File: config.mk
export PLATFORM = sky130hd
export DESIGN_NAME = rice_code_bit_packer
export DESIGN_NICKNAME = d
export VERILOG_FILES = /design/src/design/rcbp_pkg.sv /design/src/design/rcbp_serializer.sv /design/src/design/rcbp_packer.sv /design/src/design/rice_code_bit_packer.sv
export SDC_FILE = /design/constraint.sdc
export NUM_CORES = 1
export LEC_CHECK = 0
export BUFFER_PORTS_ARGS = -buffer_cell sky130_fd_sc_hd__clkbuf_2
export CORE_ASPECT_RATIO = 1.5
export CORE_UTILIZATION = 35
export DETAILED_ROUTE_END_ITERATION = 10
export HOLD_SLACK_MARGIN = 0.12
export PLACE_DENSITY_LB_ADDON = 0.05
export SYNTH_ARGS = -nofsm -noshare
export SYNTH_HDL_FRONTEND = slang
export SYNTH_HIERARCHICAL = 1
export SYNTH_SLANG_ARGS = --single-unit
File: constraint.sdc
create_clock -name clk -period 4.9 [get_ports clk]
set_input_delay 0.49 -clock clk [delete_from_list [all_inputs] [get_ports clk]]
set_output_delay 0.49 -clock clk [all_outputs]
set_load 0.01 [all_outputs]
File: src/design/rcbp_pkg.sv
// Shared types and constants of the Rice code bit packer.
package rcbp_pkg;

	localparam int VALUE_BITS_DEF = 16;
	localparam int LOW_BITS_MAX = 15;

	localparam logic [3:0] RICE_K_MIN = 4'd8;
	localparam logic [3:0] RICE_K_RESET = 4'd12;
	localparam logic [3:0] RICE_K_TOP = 4'd15;

	localparam logic CMD_ENCODE = 1'b0;
	localparam logic CMD_FLUSH = 1'b1;

	typedef struct packed {
		logic        cmd;
		logic [15:0] value;
	} in_item_t;

	typedef struct packed {
		logic [7:0] out_byte;
		logic       last_byte;
	} out_item_t;

	// One code bit handed from the serializer to the packer.
	typedef struct packed {
		logic flush;
		logic code_bit;
		logic last;
	} beat_t;

endpackage

File: src/design/rcbp_serializer.sv
// Serializer that turns one item into its Rice code word or a flush beat, one bit per cycle while beat_ready is high.
module rcbp_serializer #(
	parameter int VALUE_BITS = rcbp_pkg::VALUE_BITS_DEF
) (
	input  logic               clk,
	input  logic               arst_n,
	input  logic               item_valid,
	output logic               item_stall,
	input  rcbp_pkg::in_item_t item,
	input  logic [3:0]         rice_k,
	output logic               beat_valid,
	input  logic               beat_ready,
	output rcbp_pkg::beat_t    beat
);

	localparam int QW = VALUE_BITS - 7;
	localparam int LW = rcbp_pkg::LOW_BITS_MAX;

	localparam logic [1:0] PH_UNARY = 2'd0;
	localparam logic [1:0] PH_STOP = 2'd1;
	localparam logic [1:0] PH_LOW = 2'd2;
	localparam logic [1:0] PH_FLUSH = 2'd3;

	logic          busy_q;
	logic [1:0]    phase_q;
	logic [QW-1:0] qcnt_q;
	logic [LW-1:0] low_q;
	logic [3:0]    lcnt_q;

	logic [3:0]    k_eff;
	logic [15:0]   val_m;
	logic [15:0]   quot;
	logic [15:0]   low_al;
	logic          accept;
	logic          take;

	assign k_eff = (rice_k < rcbp_pkg::RICE_K_MIN) ? rcbp_pkg::RICE_K_MIN : rice_k;
	assign val_m = 16'(item.value[VALUE_BITS-1:0]);
	assign quot = val_m >> k_eff;
	// Left-align the k low bits so the first one sits in the top bit.
	assign low_al = val_m << (rcbp_pkg::RICE_K_TOP - k_eff);

	assign item_stall = busy_q;
	assign accept = item_valid && !busy_q;
	assign beat_valid = busy_q;
	assign take = busy_q && beat_ready;

	always_comb begin
		beat.flush = 1'b0;
		beat.code_bit = 1'b0;
		beat.last = 1'b0;
		case (phase_q)
			PH_UNARY: begin
				beat.code_bit = 1'b0;
			end
			PH_STOP: begin
				beat.code_bit = 1'b1;
			end
			PH_LOW: begin
				beat.code_bit = low_q[LW-1];
				beat.last = (lcnt_q == 4'd1);
			end
			PH_FLUSH: begin
				beat.flush = 1'b1;
				beat.last = 1'b1;
			end
			default: begin
				beat.code_bit = 1'b0;
			end
		endcase
	end

	always_ff @(posedge clk or negedge arst_n) begin
		if (!arst_n) begin
			busy_q <= 1'b0;
			phase_q <= PH_UNARY;
			qcnt_q <= '0;
			low_q <= '0;
			lcnt_q <= '0;
		end else if (accept) begin
			busy_q <= 1'b1;
			qcnt_q <= quot[QW-1:0];
			low_q <= low_al[LW-1:0];
			lcnt_q <= k_eff;
			if (item.cmd == rcbp_pkg::CMD_FLUSH) begin
				phase_q <= PH_FLUSH;
			end else if (quot == 16'd0) begin
				phase_q <= PH_STOP;
			end else begin
				phase_q <= PH_UNARY;
			end
		end else if (take) begin
			case (phase_q)
				PH_UNARY: begin
					qcnt_q <= qcnt_q - 1'b1;
					if (qcnt_q == QW'(1)) begin
						phase_q <= PH_STOP;
					end
				end
				PH_STOP: begin
					phase_q <= PH_LOW;
				end
				PH_LOW: begin
					low_q <= {low_q[LW-2:0], 1'b0};
					lcnt_q <= lcnt_q - 1'b1;
					if (lcnt_q == 4'd1) begin
						busy_q <= 1'b0;
					end
				end
				PH_FLUSH: begin
					busy_q <= 1'b0;
				end
				default: begin
					busy_q <= 1'b0;
				end
			endcase
		end
	end

endmodule

File: src/design/rcbp_packer.sv
// Byte packer: shifts code bits into bytes and marks the last byte of each item.
module rcbp_packer (
	input  logic                clk,
	input  logic                arst_n,
	input  logic                beat_valid,
	output logic                beat_ready,
	input  rcbp_pkg::beat_t     beat,
	output logic                res_valid,
	input  logic                res_stall,
	output rcbp_pkg::out_item_t res
);

	logic [6:0]          pend_q;
	logic [2:0]          cnt_q;
	logic [7:0]          hold_q;
	logic                hold_v_q;
	logic                hold_fin_q;
	rcbp_pkg::out_item_t res_q;
	logic                res_v_q;

	logic       draining;
	logic       comp;
	logic [2:0] pad_sh;
	logic [7:0] byte_b;
	logic       need_out;
	logic       out_free;
	logic       take;
	logic       load_out;

	// The newest finished byte waits in the hold register until it is known
	// whether it is the last byte of its item.
	assign draining = hold_v_q && hold_fin_q;
	assign comp = beat.flush ? (cnt_q != 3'd0) : (cnt_q == 3'd7);
	assign pad_sh = 3'd0 - cnt_q;
	assign byte_b = beat.flush ? ({1'b0, pend_q} << pad_sh) : {pend_q, beat.code_bit};
	assign need_out = hold_v_q && (comp || beat.last);
	assign out_free = !res_v_q || !res_stall;
	assign beat_ready = !draining && (!need_out || out_free);
	assign take = beat_valid && beat_ready;
	assign load_out = (draining && out_free) || (take && need_out);

	assign res_valid = res_v_q;
	assign res = res_q;

	always_ff @(posedge clk or negedge arst_n) begin
		if (!arst_n) begin
			pend_q <= '0;
			cnt_q <= '0;
			hold_v_q <= 1'b0;
			hold_fin_q <= 1'b0;
			res_v_q <= 1'b0;
		end else begin
			if (load_out) begin
				res_v_q <= 1'b1;
			end else if (res_v_q && !res_stall) begin
				res_v_q <= 1'b0;
			end
			if (draining) begin
				if (out_free) begin
					hold_v_q <= 1'b0;
					hold_fin_q <= 1'b0;
				end
			end else if (take) begin
				if (beat.flush) begin
					cnt_q <= 3'd0;
				end else begin
					pend_q <= {pend_q[5:0], beat.code_bit};
					cnt_q <= cnt_q + 1'b1;
				end
				if (comp) begin
					hold_v_q <= 1'b1;
					hold_fin_q <= beat.last;
				end else if (need_out) begin
					hold_v_q <= 1'b0;
					hold_fin_q <= 1'b0;
				end
			end
		end
	end

	always_ff @(posedge clk) begin
		if (draining) begin
			if (out_free) begin
				res_q.out_byte <= hold_q;
				res_q.last_byte <= 1'b1;
			end
		end else if (take) begin
			if (need_out) begin
				res_q.out_byte <= hold_q;
				res_q.last_byte <= beat.last && !comp;
			end
			if (comp) begin
				hold_q <= byte_b;
			end
		end
	end

endmodule

File: src/design/rice_code_bit_packer.sv
// Golomb-Rice encoder with an MSB-first byte packer.
//
// Items arrive on the item channel (valid/stall): cmd encodes value or
// flushes the pending bits. Packed bytes leave on the res channel
// (valid/stall), first code bit in the MSB; last_byte marks the final byte
// of each item, and an item that finishes no byte gives no beat at all.
// The rice_k register is written over the cfg channel (valid/ready) while
// the block is idle, a rule on the user that the block does not enforce;
// values below 8 act as 8. One item is taken at a time. An encode item
// gives q zero bits, a one stop bit and k low bits (q = value >> k), one
// code bit per cycle while the packer is ready. A flush item pads any
// pending bits with zeros to a byte. Each finished byte passes through
// the hold register to the output register. The output register
// decouples the receiver: while res_stall is high the byte on res holds,
// and the packer stops only when it must hand over a further byte. Reset
// clears the pending bits, sets rice_k to 12 and leaves both channels empty.
module rice_code_bit_packer #(
	parameter int VALUE_BITS = rcbp_pkg::VALUE_BITS_DEF
) (
	input  logic                clk,
	input  logic                arst_n,
	input  logic                item_valid,
	output logic                item_stall,
	input  rcbp_pkg::in_item_t  item,
	output logic                res_valid,
	input  logic                res_stall,
	output rcbp_pkg::out_item_t res,
	input  logic                cfg_valid,
	output logic                cfg_ready,
	input  logic [3:0]          cfg_data
);

	logic            beat_valid;
	logic            beat_ready;
	rcbp_pkg::beat_t beat;
	logic [3:0]      rice_k_q;

	assign cfg_ready = 1'b1;

	always_ff @(posedge clk or negedge arst_n) begin
		if (!arst_n) begin
			rice_k_q <= rcbp_pkg::RICE_K_RESET;
		end else if (cfg_valid && cfg_ready) begin
			rice_k_q <= cfg_data;
		end
	end

	rcbp_serializer #(
		.VALUE_BITS(VALUE_BITS)
	) u_serializer (
		.clk       (clk),
		.arst_n    (arst_n),
		.item_valid(item_valid),
		.item_stall(item_stall),
		.item      (item),
		.rice_k    (rice_k_q),
		.beat_valid(beat_valid),
		.beat_ready(beat_ready),
		.beat      (beat)
	);

	rcbp_packer u_packer (
		.clk       (clk),
		.arst_n    (arst_n),
		.beat_valid(beat_valid),
		.beat_ready(beat_ready),
		.beat      (beat),
		.res_valid (res_valid),
		.res_stall (res_stall),
		.res       (res)
	);

endmodule
==> results of run 1 <==
-- worst min-delay path by stage --
stage               cells after the start               start                 end  slack [ns]
floorplan                               0              arst_n         rice_k_q[0]        0.19
global placement                        0  u_packer/hold_q[4]     u_packer/res[5]        0.40
detailed placement                      0  u_packer/hold_q[7]     u_packer/res[8]        0.41
CTS                                     2              arst_n  u_packer/pend_q[6]        0.28
global route                            2              arst_n  u_packer/pend_q[6]        0.31
finish                                  2              arst_n  u_packer/pend_q[6]        0.25
-- worst max-delay path, stage by stage, from the launching register on --
cell and delay (ns):
dfrtp_1 0.39, ha_1 0.62, nand2_1 0.24, a211oi_4 0.37, or2_2 0.22, nand3_1 0.29
nor3_4 0.29, a31oi_4 0.15, mux2i_1 0.23, o41ai_2 0.10
-- layout make-up --
class                   instances  share of cell area (%)
multi-input cells             307                    47.3
repair buffers                 39                    4.28
clock buffers                   9                    4.76
well taps                     150                    3.97
flip-flops and latches         65                    36.2
clock inverters                 7                    1.93
inverters                      20                    1.59
-- power groups by stage --
stage	registers (uW)	logic, uW	clock network (uW)
after CTS	998	1270	712
after floorplan	957	1010	0
after detailed placement	1010	1260	0
after global placement	1000	1250	0
after global routing	1030	1410	730
final	995	1250	687
-- registers in the layout, summed over array words and instances (netlist names) --
name	cells
rice_k_q	4
u_packer/cnt_q	3
u_packer/hold_fin_q	1
u_packer/hold_q	8
u_packer/hold_v_q	1
u_packer/pend_q	7
u_packer/res	9
u_packer/res_valid	1
u_serializer/beat_valid	1
u_serializer/lcnt_q	4
u_serializer/low_q	15
u_serializer/phase_q	2
u_serializer/qcnt_q	9
-- routing by layer --
layer / vias up / global-route usage (%)
met5: - / 0
met4: 0 / 7.50
met3: 15 / 2.86
met2: 90 / 31.0
met1: 1618 / 20.1
li1: 1596 / -
-- per-stage QoR --
step	hold slack, ns	total power (uW)	cells	setup WS (ns)	util, %
2_1_floorplan	0.194	1970	419	2.31	-
3_5_place_dp	0.407	2270	581	1.87	38.3
3_3_place_gp	0.402	2260	581	1.92	38.3
4_1_cts	0.280	2980	597	1.85	41.0
6_report	0.248	2930	597	1.86	41.0
5_1_grt	0.310	3170	597	1.58	41.0
-- synthesized netlist by cell type, drive strengths merged (3+ instances only) --
| master | number | share of area (%) |
|---|---|---|
| edfxtp | 17 | 12 |
| a31oi | 12 | 2.2 |
| nand2b | 9 | 1.4 |
| clkbuf | 12 | 1.1 |
| o22ai | 4 | 0.60 |
| nor2 | 18 | 1.6 |
| a211oi | 20 | 3.9 |
| xnor2 | 3 | 0.63 |
| and2 | 11 | 1.7 |
| mux4 | 6 | 3.3 |
| buf | 15 | 1.9 |
| nor2b | 5 | 0.75 |
| o31ai | 3 | 0.54 |
| nand2 | 44 | 4.0 |
| o21ai | 24 | 3.2 |
| nor4 | 3 | 0.45 |
| mux2i | 29 | 7.0 |
| mux2 | 12 | 3.6 |
| nor3 | 7 | 1.1 |
| a21oi | 25 | 3.0 |
| or2 | 4 | 0.66 |
| dfrtp | 46 | 28 |
| inv | 20 | 1.8 |
| a221o | 4 | 0.97 |
| nand3 | 10 | 1.2 |
| o32a | 3 | 0.72 |
| and3 | 8 | 1.2 |
| nand4 | 3 | 0.45 |
| ha | 12 | 3.6 |
-- kinds of logic (layout without fill, tap and decap cells) --
group | after synthesis | after routing | share of synthesized area [%]
AOI/OAI and AO/OA | 113 | 113 | 19.1
xor gates and xnor gates | 5 | 5 | 1.06
adders and majority gates | 12 | 12 | 3.62
buffers and inverters | 47 | 75 | 4.83
DFF | 65 | 65 | 41.3
muxes | 47 | 47 | 13.9
other | 1 | 1 | 0.0904
and+or+nand+nor | 129 | 129 | 16.1
==> results.toml, run 1 <==
[layout]
layout_common_cells = "dfrtp_1, nand2_1, clkbuf_2"
final_common_cell = "dfrtp_1"
regArea_mm2 = 0.00171
fillers = 1194
area_delta_synth_final_pct = 14.1
fin_area_mm2 = 0.00473
diodes = 0
multiInputGateArea_mm2 = 0.00224
drive_gt1_share_pct = 19.7
layout.nets = 480

[synth]
synth_cell_types = 66
avgSynthCellArea_um2 = 9.90
synth_edf_count = 17
yosysWarnings = 6
synth_ff_type = "dfrtp_1"
ys_seq_area_share_pct = 41.3
ys_ff_latch = 65
async_flop_share_pct = 73.8
synth_cells = 419
synthesis.nets = 457
syn_area_mm2 = 0.00415

[sta]
slew_viol_final = 0
finalSetupTns_ns = 0
layout_min_cycle_time_ns = 3.04
maxClockFrequency_mhz = 329
setup-violations-final = 0
worst_pin_slew_ns = 0.936
maxSlewHeadroom_pct = 37.4
hold_viol_final = 0
rsz0062_at_grt = "false"
finClkSkew_ns = 0.0101
period_share_pct = 62.0

[drt]
drtIter0Drc = 138
totalWireLength_mm = 9.76
top_layer = "met4"
wl_per_cell_um = 16.3
wl_met1_mm = 4.10
vias = 3319
vias_per_cell = 5.56
met2_length_mm = 5.14
drc = 0
postRouteAntennaNets = 0
wl_met3_um = 342
drt-pass1-iter-count = 4

[setup_path]
critPathMaxFanout = 23
r2r_end = "u_serializer/phase_q[0]"
worst_r2r_path_depth = 9
r2r_setup_slack_ns = 1.86
start_kind = "flop"
critPathKind = "reg2reg"
worstReg2RegStart = "u_serializer/phase_q[0]"
worst_setup_path_end_kind = "flop"
endpoint = "u_serializer/phase_q[0]"
critPathRequiredTime_ns = 5.10
arrival_ns = 3.24
setup.worst_path.start = "u_serializer/phase_q[0]"

[clocking]
clock_latency_ns = 0.34
ctsRootBufferMaster = "clkbuf_16"
cts_made_buffers = 9
clkTransAtPathRegs_ns = 0.06
cts_sinks = 65
cts_buffer_depth = 2
cts_htree_levels = 3
holdBufCountCts = 0
tritoncts = "yes"
cts_resized = 0
post_cts_buffers = 0

[die]
pin_count = 38
dieHeight_um = 135
die-area_mm2 = 0.0123
rows = 48
placeableCoreArea_mm2 = 0.0115
die-width_um = 90.9
initial_core_util_pct = 36.0

[power]
p_per_area_mw_per_mm2 = 620
p_comb_share_pct = 42.7
power_frac_seq_pct = 33.9
intPower_uw = 1810
sw_frac_of_total_pct = 38.4
ir_worst_vdd_v = 0.000188
power_switching_uw = 1130
power_frac_clock_pct = 23.4
p_leak_uw = 0.00201

[grt]
overflow = 0
grt_pass1_vias = 3235
grt_usage_pct = 17.2
antenna_found_initial = 0
grt_pass1_wl_mm = 16.6
grt_start_max_net_pins = 49

[place]
gp_congestion = 0.807
place_area_mm2 = 0.00442
io_buffers = 36
hpwlAfterDp_mm = 6.99

[worst_hold_path]
hold_path_class = "in2async"

[flow_run]
max_cap_viol_count = 0

[status]
status = "complete, no violations"
Power figures use the tool's default switching activity.
==> run 2: changes to the inputs <==
- clock period: 4.9 -> 2.9 ns (I/O delays scaled with it)
==> results.toml, run 2 (same netlist as run 1, synthesis figures left out) <==
[flow_run]
max_cap_viol_count = 0

[power]
p_leak_uw = 0.00205
p_per_area_mw_per_mm2 = 1030
ir_worst_vdd_v = 0.000381
power_uw = 4950

[sta]
finClkSkew_ns = 0.00768
holdWs_ns = 0.190
maxSlewHeadroom_pct = 56.5
maxClockFrequency_mhz = 373
layout_min_cycle_time_ns = 2.68
slew_viol_final = 0
finalSetupTns_ns = 0
rsz0062_at_grt = "false"
hold_viol_final = 0
setup-violations-final = 0
period_share_pct = 92.4
worst_pin_slew_ns = 0.650

[drt]
vias = 3324
drt-pass1-iter-count = 4
drtIter0Drc = 156
wl_per_cell_um = 16.3
vias_per_cell = 5.45
postRouteAntennaNets = 0
drc = 0
totalWireLength_mm = 9.94

[clocking]
cts_sinks = 65
ctsRootBufferMaster = "clkbuf_16"
clkTransAtPathRegs_ns = 0.06
cts_buffer_depth = 2
tritoncts = "yes"
clock_latency_ns = 0.33
cts_made_buffers = 9
cts_htree_levels = 3
post_cts_buffers = 0

[grt]
overflow = 0
busiest_layer = "met2"
grt_usage_pct = 17.4
grt_pass1_wl_mm = 16.7
met3_usage_pct = 2.53
met1_usage_pct = 20.1
grt_pass1_vias = 3270
met2_usage_pct = 32.0
antenna_found_initial = 0
grt_start_max_net_pins = 34

[die]
die-area_mm2 = 0.0123
dieHeight_um = 135
die-width_um = 90.9
pin_count = 38
placeableCoreArea_mm2 = 0.0115
rows = 48
initial_core_util_pct = 36.0

[setup_path]
worst_setup_path_end_kind = "flop"
critPathKind = "reg2reg"
critPathRequiredTime_ns = 3.10
critPathMaxFanout = 7
arrival_ns = 2.88
cp_slowest_stage_delay_ns = 0.38
path_cells = "inv_1, ha_1, nor4bb_1, or2_2, a211oi_4, or2_2, nand3_2, nor3_4, a31oi_4, mux2i_1, o41ai_2"
path_common_cell = "or2_2"
start_kind = "flop"
cp_slowest_cell = "dfrtp_1"
path_buf_inv = 1
critPathTopFamily = "simple AND/OR/NAND/NOR gates"

[place]
hpwlAfterDp_mm = 7.32
gp_congestion = 0.811
place_area_mm2 = 0.00451
io_buffers = 36

[layout]
fillers = 1201
final_common_cell = "dfrtp_1"
area_delta_synth_final_pct = 16.1
layout_common_cells = "dfrtp_1, nand2_1, clkbuf_2"
fin_area_mm2 = 0.00482
largest-register = "u_serializer/low_q"
fin_util_pct = 41.8
layout.nets = 493
largest_reg_flops = 15
drive_gt1_share_pct = 22.2
diodes = 0

[status]
status = "complete, no violations"

[worst_hold_path]
hold_path_class = "in2reg"
-- run 2: where the power goes --
| part | total, uW | switching [uW] | leakage (uW) | internal (uW) |
|---|---|---|---|---|
| Sequential | 1660 | 280 | 0.000745 | 1380 |
| Clock | 1070 | 406 | 0.000139 | 663 |
| Combinational | 2220 | 1240 | 0.00117 | 981 |
-- run 2: timing repair --
item / in CTS / in global routing
hold buffers: 1 / 0
gates resized for setup: 0 / 1
endpoints found under the setup margin: 0 / 1
hold endpoints to repair: 13 / 0
-- run 2: layout make-up --
type                    count  area [um^2]  share of cell area [%]
multi-input cells         307         2240                    46.5
flip-flops and latches     65         1710                    35.6
repair buffers             52          303                    6.29
well taps                 150          188                    3.90
inverters                  20         75.1                    1.56
clock inverters             7         71.3                    1.48
clock buffers               9          225                    4.68
-- run 2: worst paths after layout --
path	start	end	cells past startpoint	slack [ns]
worst max register to register	u_serializer/phase_q[0]	u_serializer/phase_q[0]	11	0.22
max in group asynchronous	arst_n	u_packer/cnt_q[1]	3	1.68
worst min register to register	u_packer/hold_q[2]	u_packer/res[3]	0	0.42
min in group asynchronous	arst_n	u_packer/pend_q[5]	2	0.43
worst max-delay path	u_serializer/phase_q[0]	u_serializer/phase_q[0]	11	0.22
worst min-delay path	cfg_data[0]	rice_k_q[0]	2	0.19
-- run 2: per-stage QoR --
stage / setup slack, ns / instances
3_5_place_dp: 0.0738 / 593
4_1_cts: 0.0914 / 610
6_report: 0.221 / 610
2_1_floorplan: 0.313 / 419
5_1_grt: 0.0377 / 610
3_3_place_gp: 0.185 / 593
-- run 2: metal layers --
layer	share of wire (%)	up-vias
met5	0	-
met3	3.0	11
met2	53	72
met4	1.6	0
met1	42	1624
li1	-	1617
-- run 2: worst register-to-register path: stages, from the launching register on --
cell and delay [ns]:
dfrtp_1 0.38, inv_1 0.08, ha_1 0.25, nor4bb_1 0.15
or2_2 0.32, a211oi_4 0.24, or2_2 0.23, nand3_2 0.19
nor3_4 0.23, a31oi_4 0.14, mux2i_1 0.23, o41ai_2 0.11
==> run 3: changes to the inputs <==
- BUFFER_PORTS_ARGS: -buffer_cell sky130_fd_sc_hd__clkbuf_2 -> -buffer_cell sky130_fd_sc_hd__buf_2
- REMOVE_ABC_BUFFERS: default -> 1
- clock period: 2.9 -> 2.7 ns (I/O delays scaled with it)
==> results.toml, run 3 (same netlist as run 1, synthesis figures left out) <==
[setup_path]
cp_slowest_stage_delay_ns = 0.39
arrival_ns = 2.71
critPathRequiredTime_ns = 2.91
r2r_setup_slack_ns = 0.20
worst_r2r_path_depth = 11
worstReg2RegStart = "u_serializer/phase_q[0]"
r2r_end = "u_serializer/lcnt_q[2]"
cp_slowest_cell = "dfrtp_1"
critPathMaxFanout = 14
worst_setup_path_end_kind = "flop"
start_kind = "flop"
critPathKind = "reg2reg"
path_cells = "inv_1, ha_1, nor4bb_2, or2_2, a211oi_4, or2_2, nand3_1, buf_4, nand2_1, o21ai_0, a221o_1"
path_common_cell = "or2_2"

[grt]
grt_pass1_vias = 3352
antenna_found_initial = 0
grt_pass1_wl_mm = 16.5
overflow = 0
grt_start_max_net_pins = 33
grt_usage_pct = 17.0

[drt]
postRouteAntennaNets = 0
drc = 0
drt-pass1-iter-count = 5
totalWireLength_mm = 9.96
vias_per_cell = 5.46
wl_per_cell_um = 16.3
drtIter0Drc = 98
vias = 3346

[layout]
layout_common_cells = "dfrtp_1, nand2_1, buf_2"
area_delta_synth_final_pct = 17.8
largest_reg_flops = 15
diodes = 0
final_common_cell = "dfrtp_1"
largest-register = "u_serializer/low_q"
fillers = 1164
drive_gt1_share_pct = 22.9
layout.nets = 496

[clocking]
cts_sinks = 65
cts_htree_levels = 3
cts_buffer_depth = 2
cts_made_buffers = 9
clkTransAtPathRegs_ns = 0.05
ctsRootBufferMaster = "clkbuf_16"
clock_latency_ns = 0.33
tritoncts = "yes"
post_cts_buffers = 0

[sta]
setup_slack_ns = 0.205
worst_pin_slew_ns = 0.580
period_share_pct = 92.4
maxSlewHeadroom_pct = 60.9
layout_min_cycle_time_ns = 2.50
maxClockFrequency_mhz = 401
setup-violations-final = 0
rsz0062_at_grt = "false"
slew_viol_final = 0
finClkSkew_ns = 0.00625
finalSetupTns_ns = 0
hold_viol_final = 0

[die]
rows = 48
pin_count = 38
initial_core_util_pct = 36.0
dieHeight_um = 135
die-width_um = 90.9
die-area_mm2 = 0.0123
placeableCoreArea_mm2 = 0.0115

[power]
power_switching_uw = 2050
p_leak_uw = 0.00208
p_per_area_mw_per_mm2 = 1130
intPower_uw = 3460
p_comb_share_pct = 44.1
ir_worst_vdd_v = 0.000345
power_frac_clock_pct = 23.4
sw_frac_of_total_pct = 37.2
power_frac_seq_pct = 32.5

[flow_run]
max_cap_viol_count = 0

[place]
hpwlAfterDp_mm = 7.38
post-place-ws_ns = 0.0848
io_buffers = 36
gp_congestion = 0.785

[worst_hold_path]
hp-start = "cfg_data[0]"
holdPathEnd = "rice_k_q[0]"
hold_path_class = "in2reg"
min_path_cells = 2

[status]
status = "complete, no violations"
run 3: changes by cell type in the layout (fill, tap and decap cells not counted), moves of 2 or more:
cell        before  now
buf_2            0   36
clkbuf_2        36    0
buf_4           15   18
clkbuf_8         0    3
clkbuf_1         0    2
clkinv_4         2    0
clkinvlp_4       2    0
run 3: layer usage:
layer	track usage (%)	vias to the layer above	share of wire, %
li1	-	1625	-
met1	18.7	1630	42
met2	31.8	82	53
met3	3.37	9	3.4
met4	6.44	0	1.4
met5	0	-	0
run 3: metrics by stage:
stage | util, % | cells | hold slack, ns | instance area, um^2 | total power, uW
3_5_place_dp | 39.3 | 596 | 0.229 | 4530 | 4230
4_1_cts | 42.3 | 613 | 0.160 | 4870 | 5560
6_report | 42.4 | 613 | 0.174 | 4880 | 5500
3_3_place_gp | 39.3 | 596 | 0.229 | 4530 | 4210
2_1_floorplan | - | 392 | -0.0256 | 4020 | 3500
5_1_grt | 42.4 | 613 | 0.167 | 4880 | 5910
run 3: layout make-up:
class | instances | area [um^2] | share of cell area (%)
multi-input combinational | 307 | 2250 | 46.0
sequential | 65 | 1710 | 35.1
timing repair buffer | 55 | 325 | 6.66
clock buffer | 14 | 274 | 5.61
tap | 150 | 188 | 3.84
inverter | 20 | 75.1 | 1.54
clock inverter | 2 | 60.1 | 1.23
run 3: worst max-delay path, delay by kind of cell, from the launching register on:
family,cells,cell delay [ns]
AND/OR/NAND/NOR,5,0.90
flip-flops,1,0.39
AO/OA/AOI/OAI,3,0.61
buffers and inverters,2,0.29
adder cells (fa/ha/maj),1,0.20
run 3: repair_timing:
item / 4_1_cts / 5_1_grt
hold buffers: 1 / 0
resized for setup: 0 / 3
endpoints found under the hold margin: 14 / 0
setup endpoints to repair: 0 / 16
run 3: power by group through the flow:
| stage | sequential (uW) | combinational, uW | clock (uW) |
|---|---|---|---|
| floorplan | 1770 | 1730 | 0 |
| global placement | 1800 | 2410 | 0 |
| detailed placement | 1810 | 2420 | 0 |
| CTS | 1790 | 2430 | 1330 |
| global route | 1850 | 2690 | 1370 |
| finish | 1790 | 2430 | 1290 |
run 3: worst max path at each step:
stage	start	endpoint	slack, ns	cells past startpoint
after floorplan	u_packer/cnt_q[0]	u_serializer/low_q[1]	0.14	8
after global placement	u_serializer/phase_q[0]	u_serializer/low_q[1]	0.10	9
after detailed placement	u_serializer/phase_q[0]	u_serializer/low_q[5]	0.08	9
after CTS	u_serializer/phase_q[0]	u_serializer/low_q[5]	0.06	9
after global routing	u_serializer/phase_q[0]	u_serializer/qcnt_q[3]	0.03	11
final	u_serializer/phase_q[0]	u_serializer/lcnt_q[2]	0.20	11
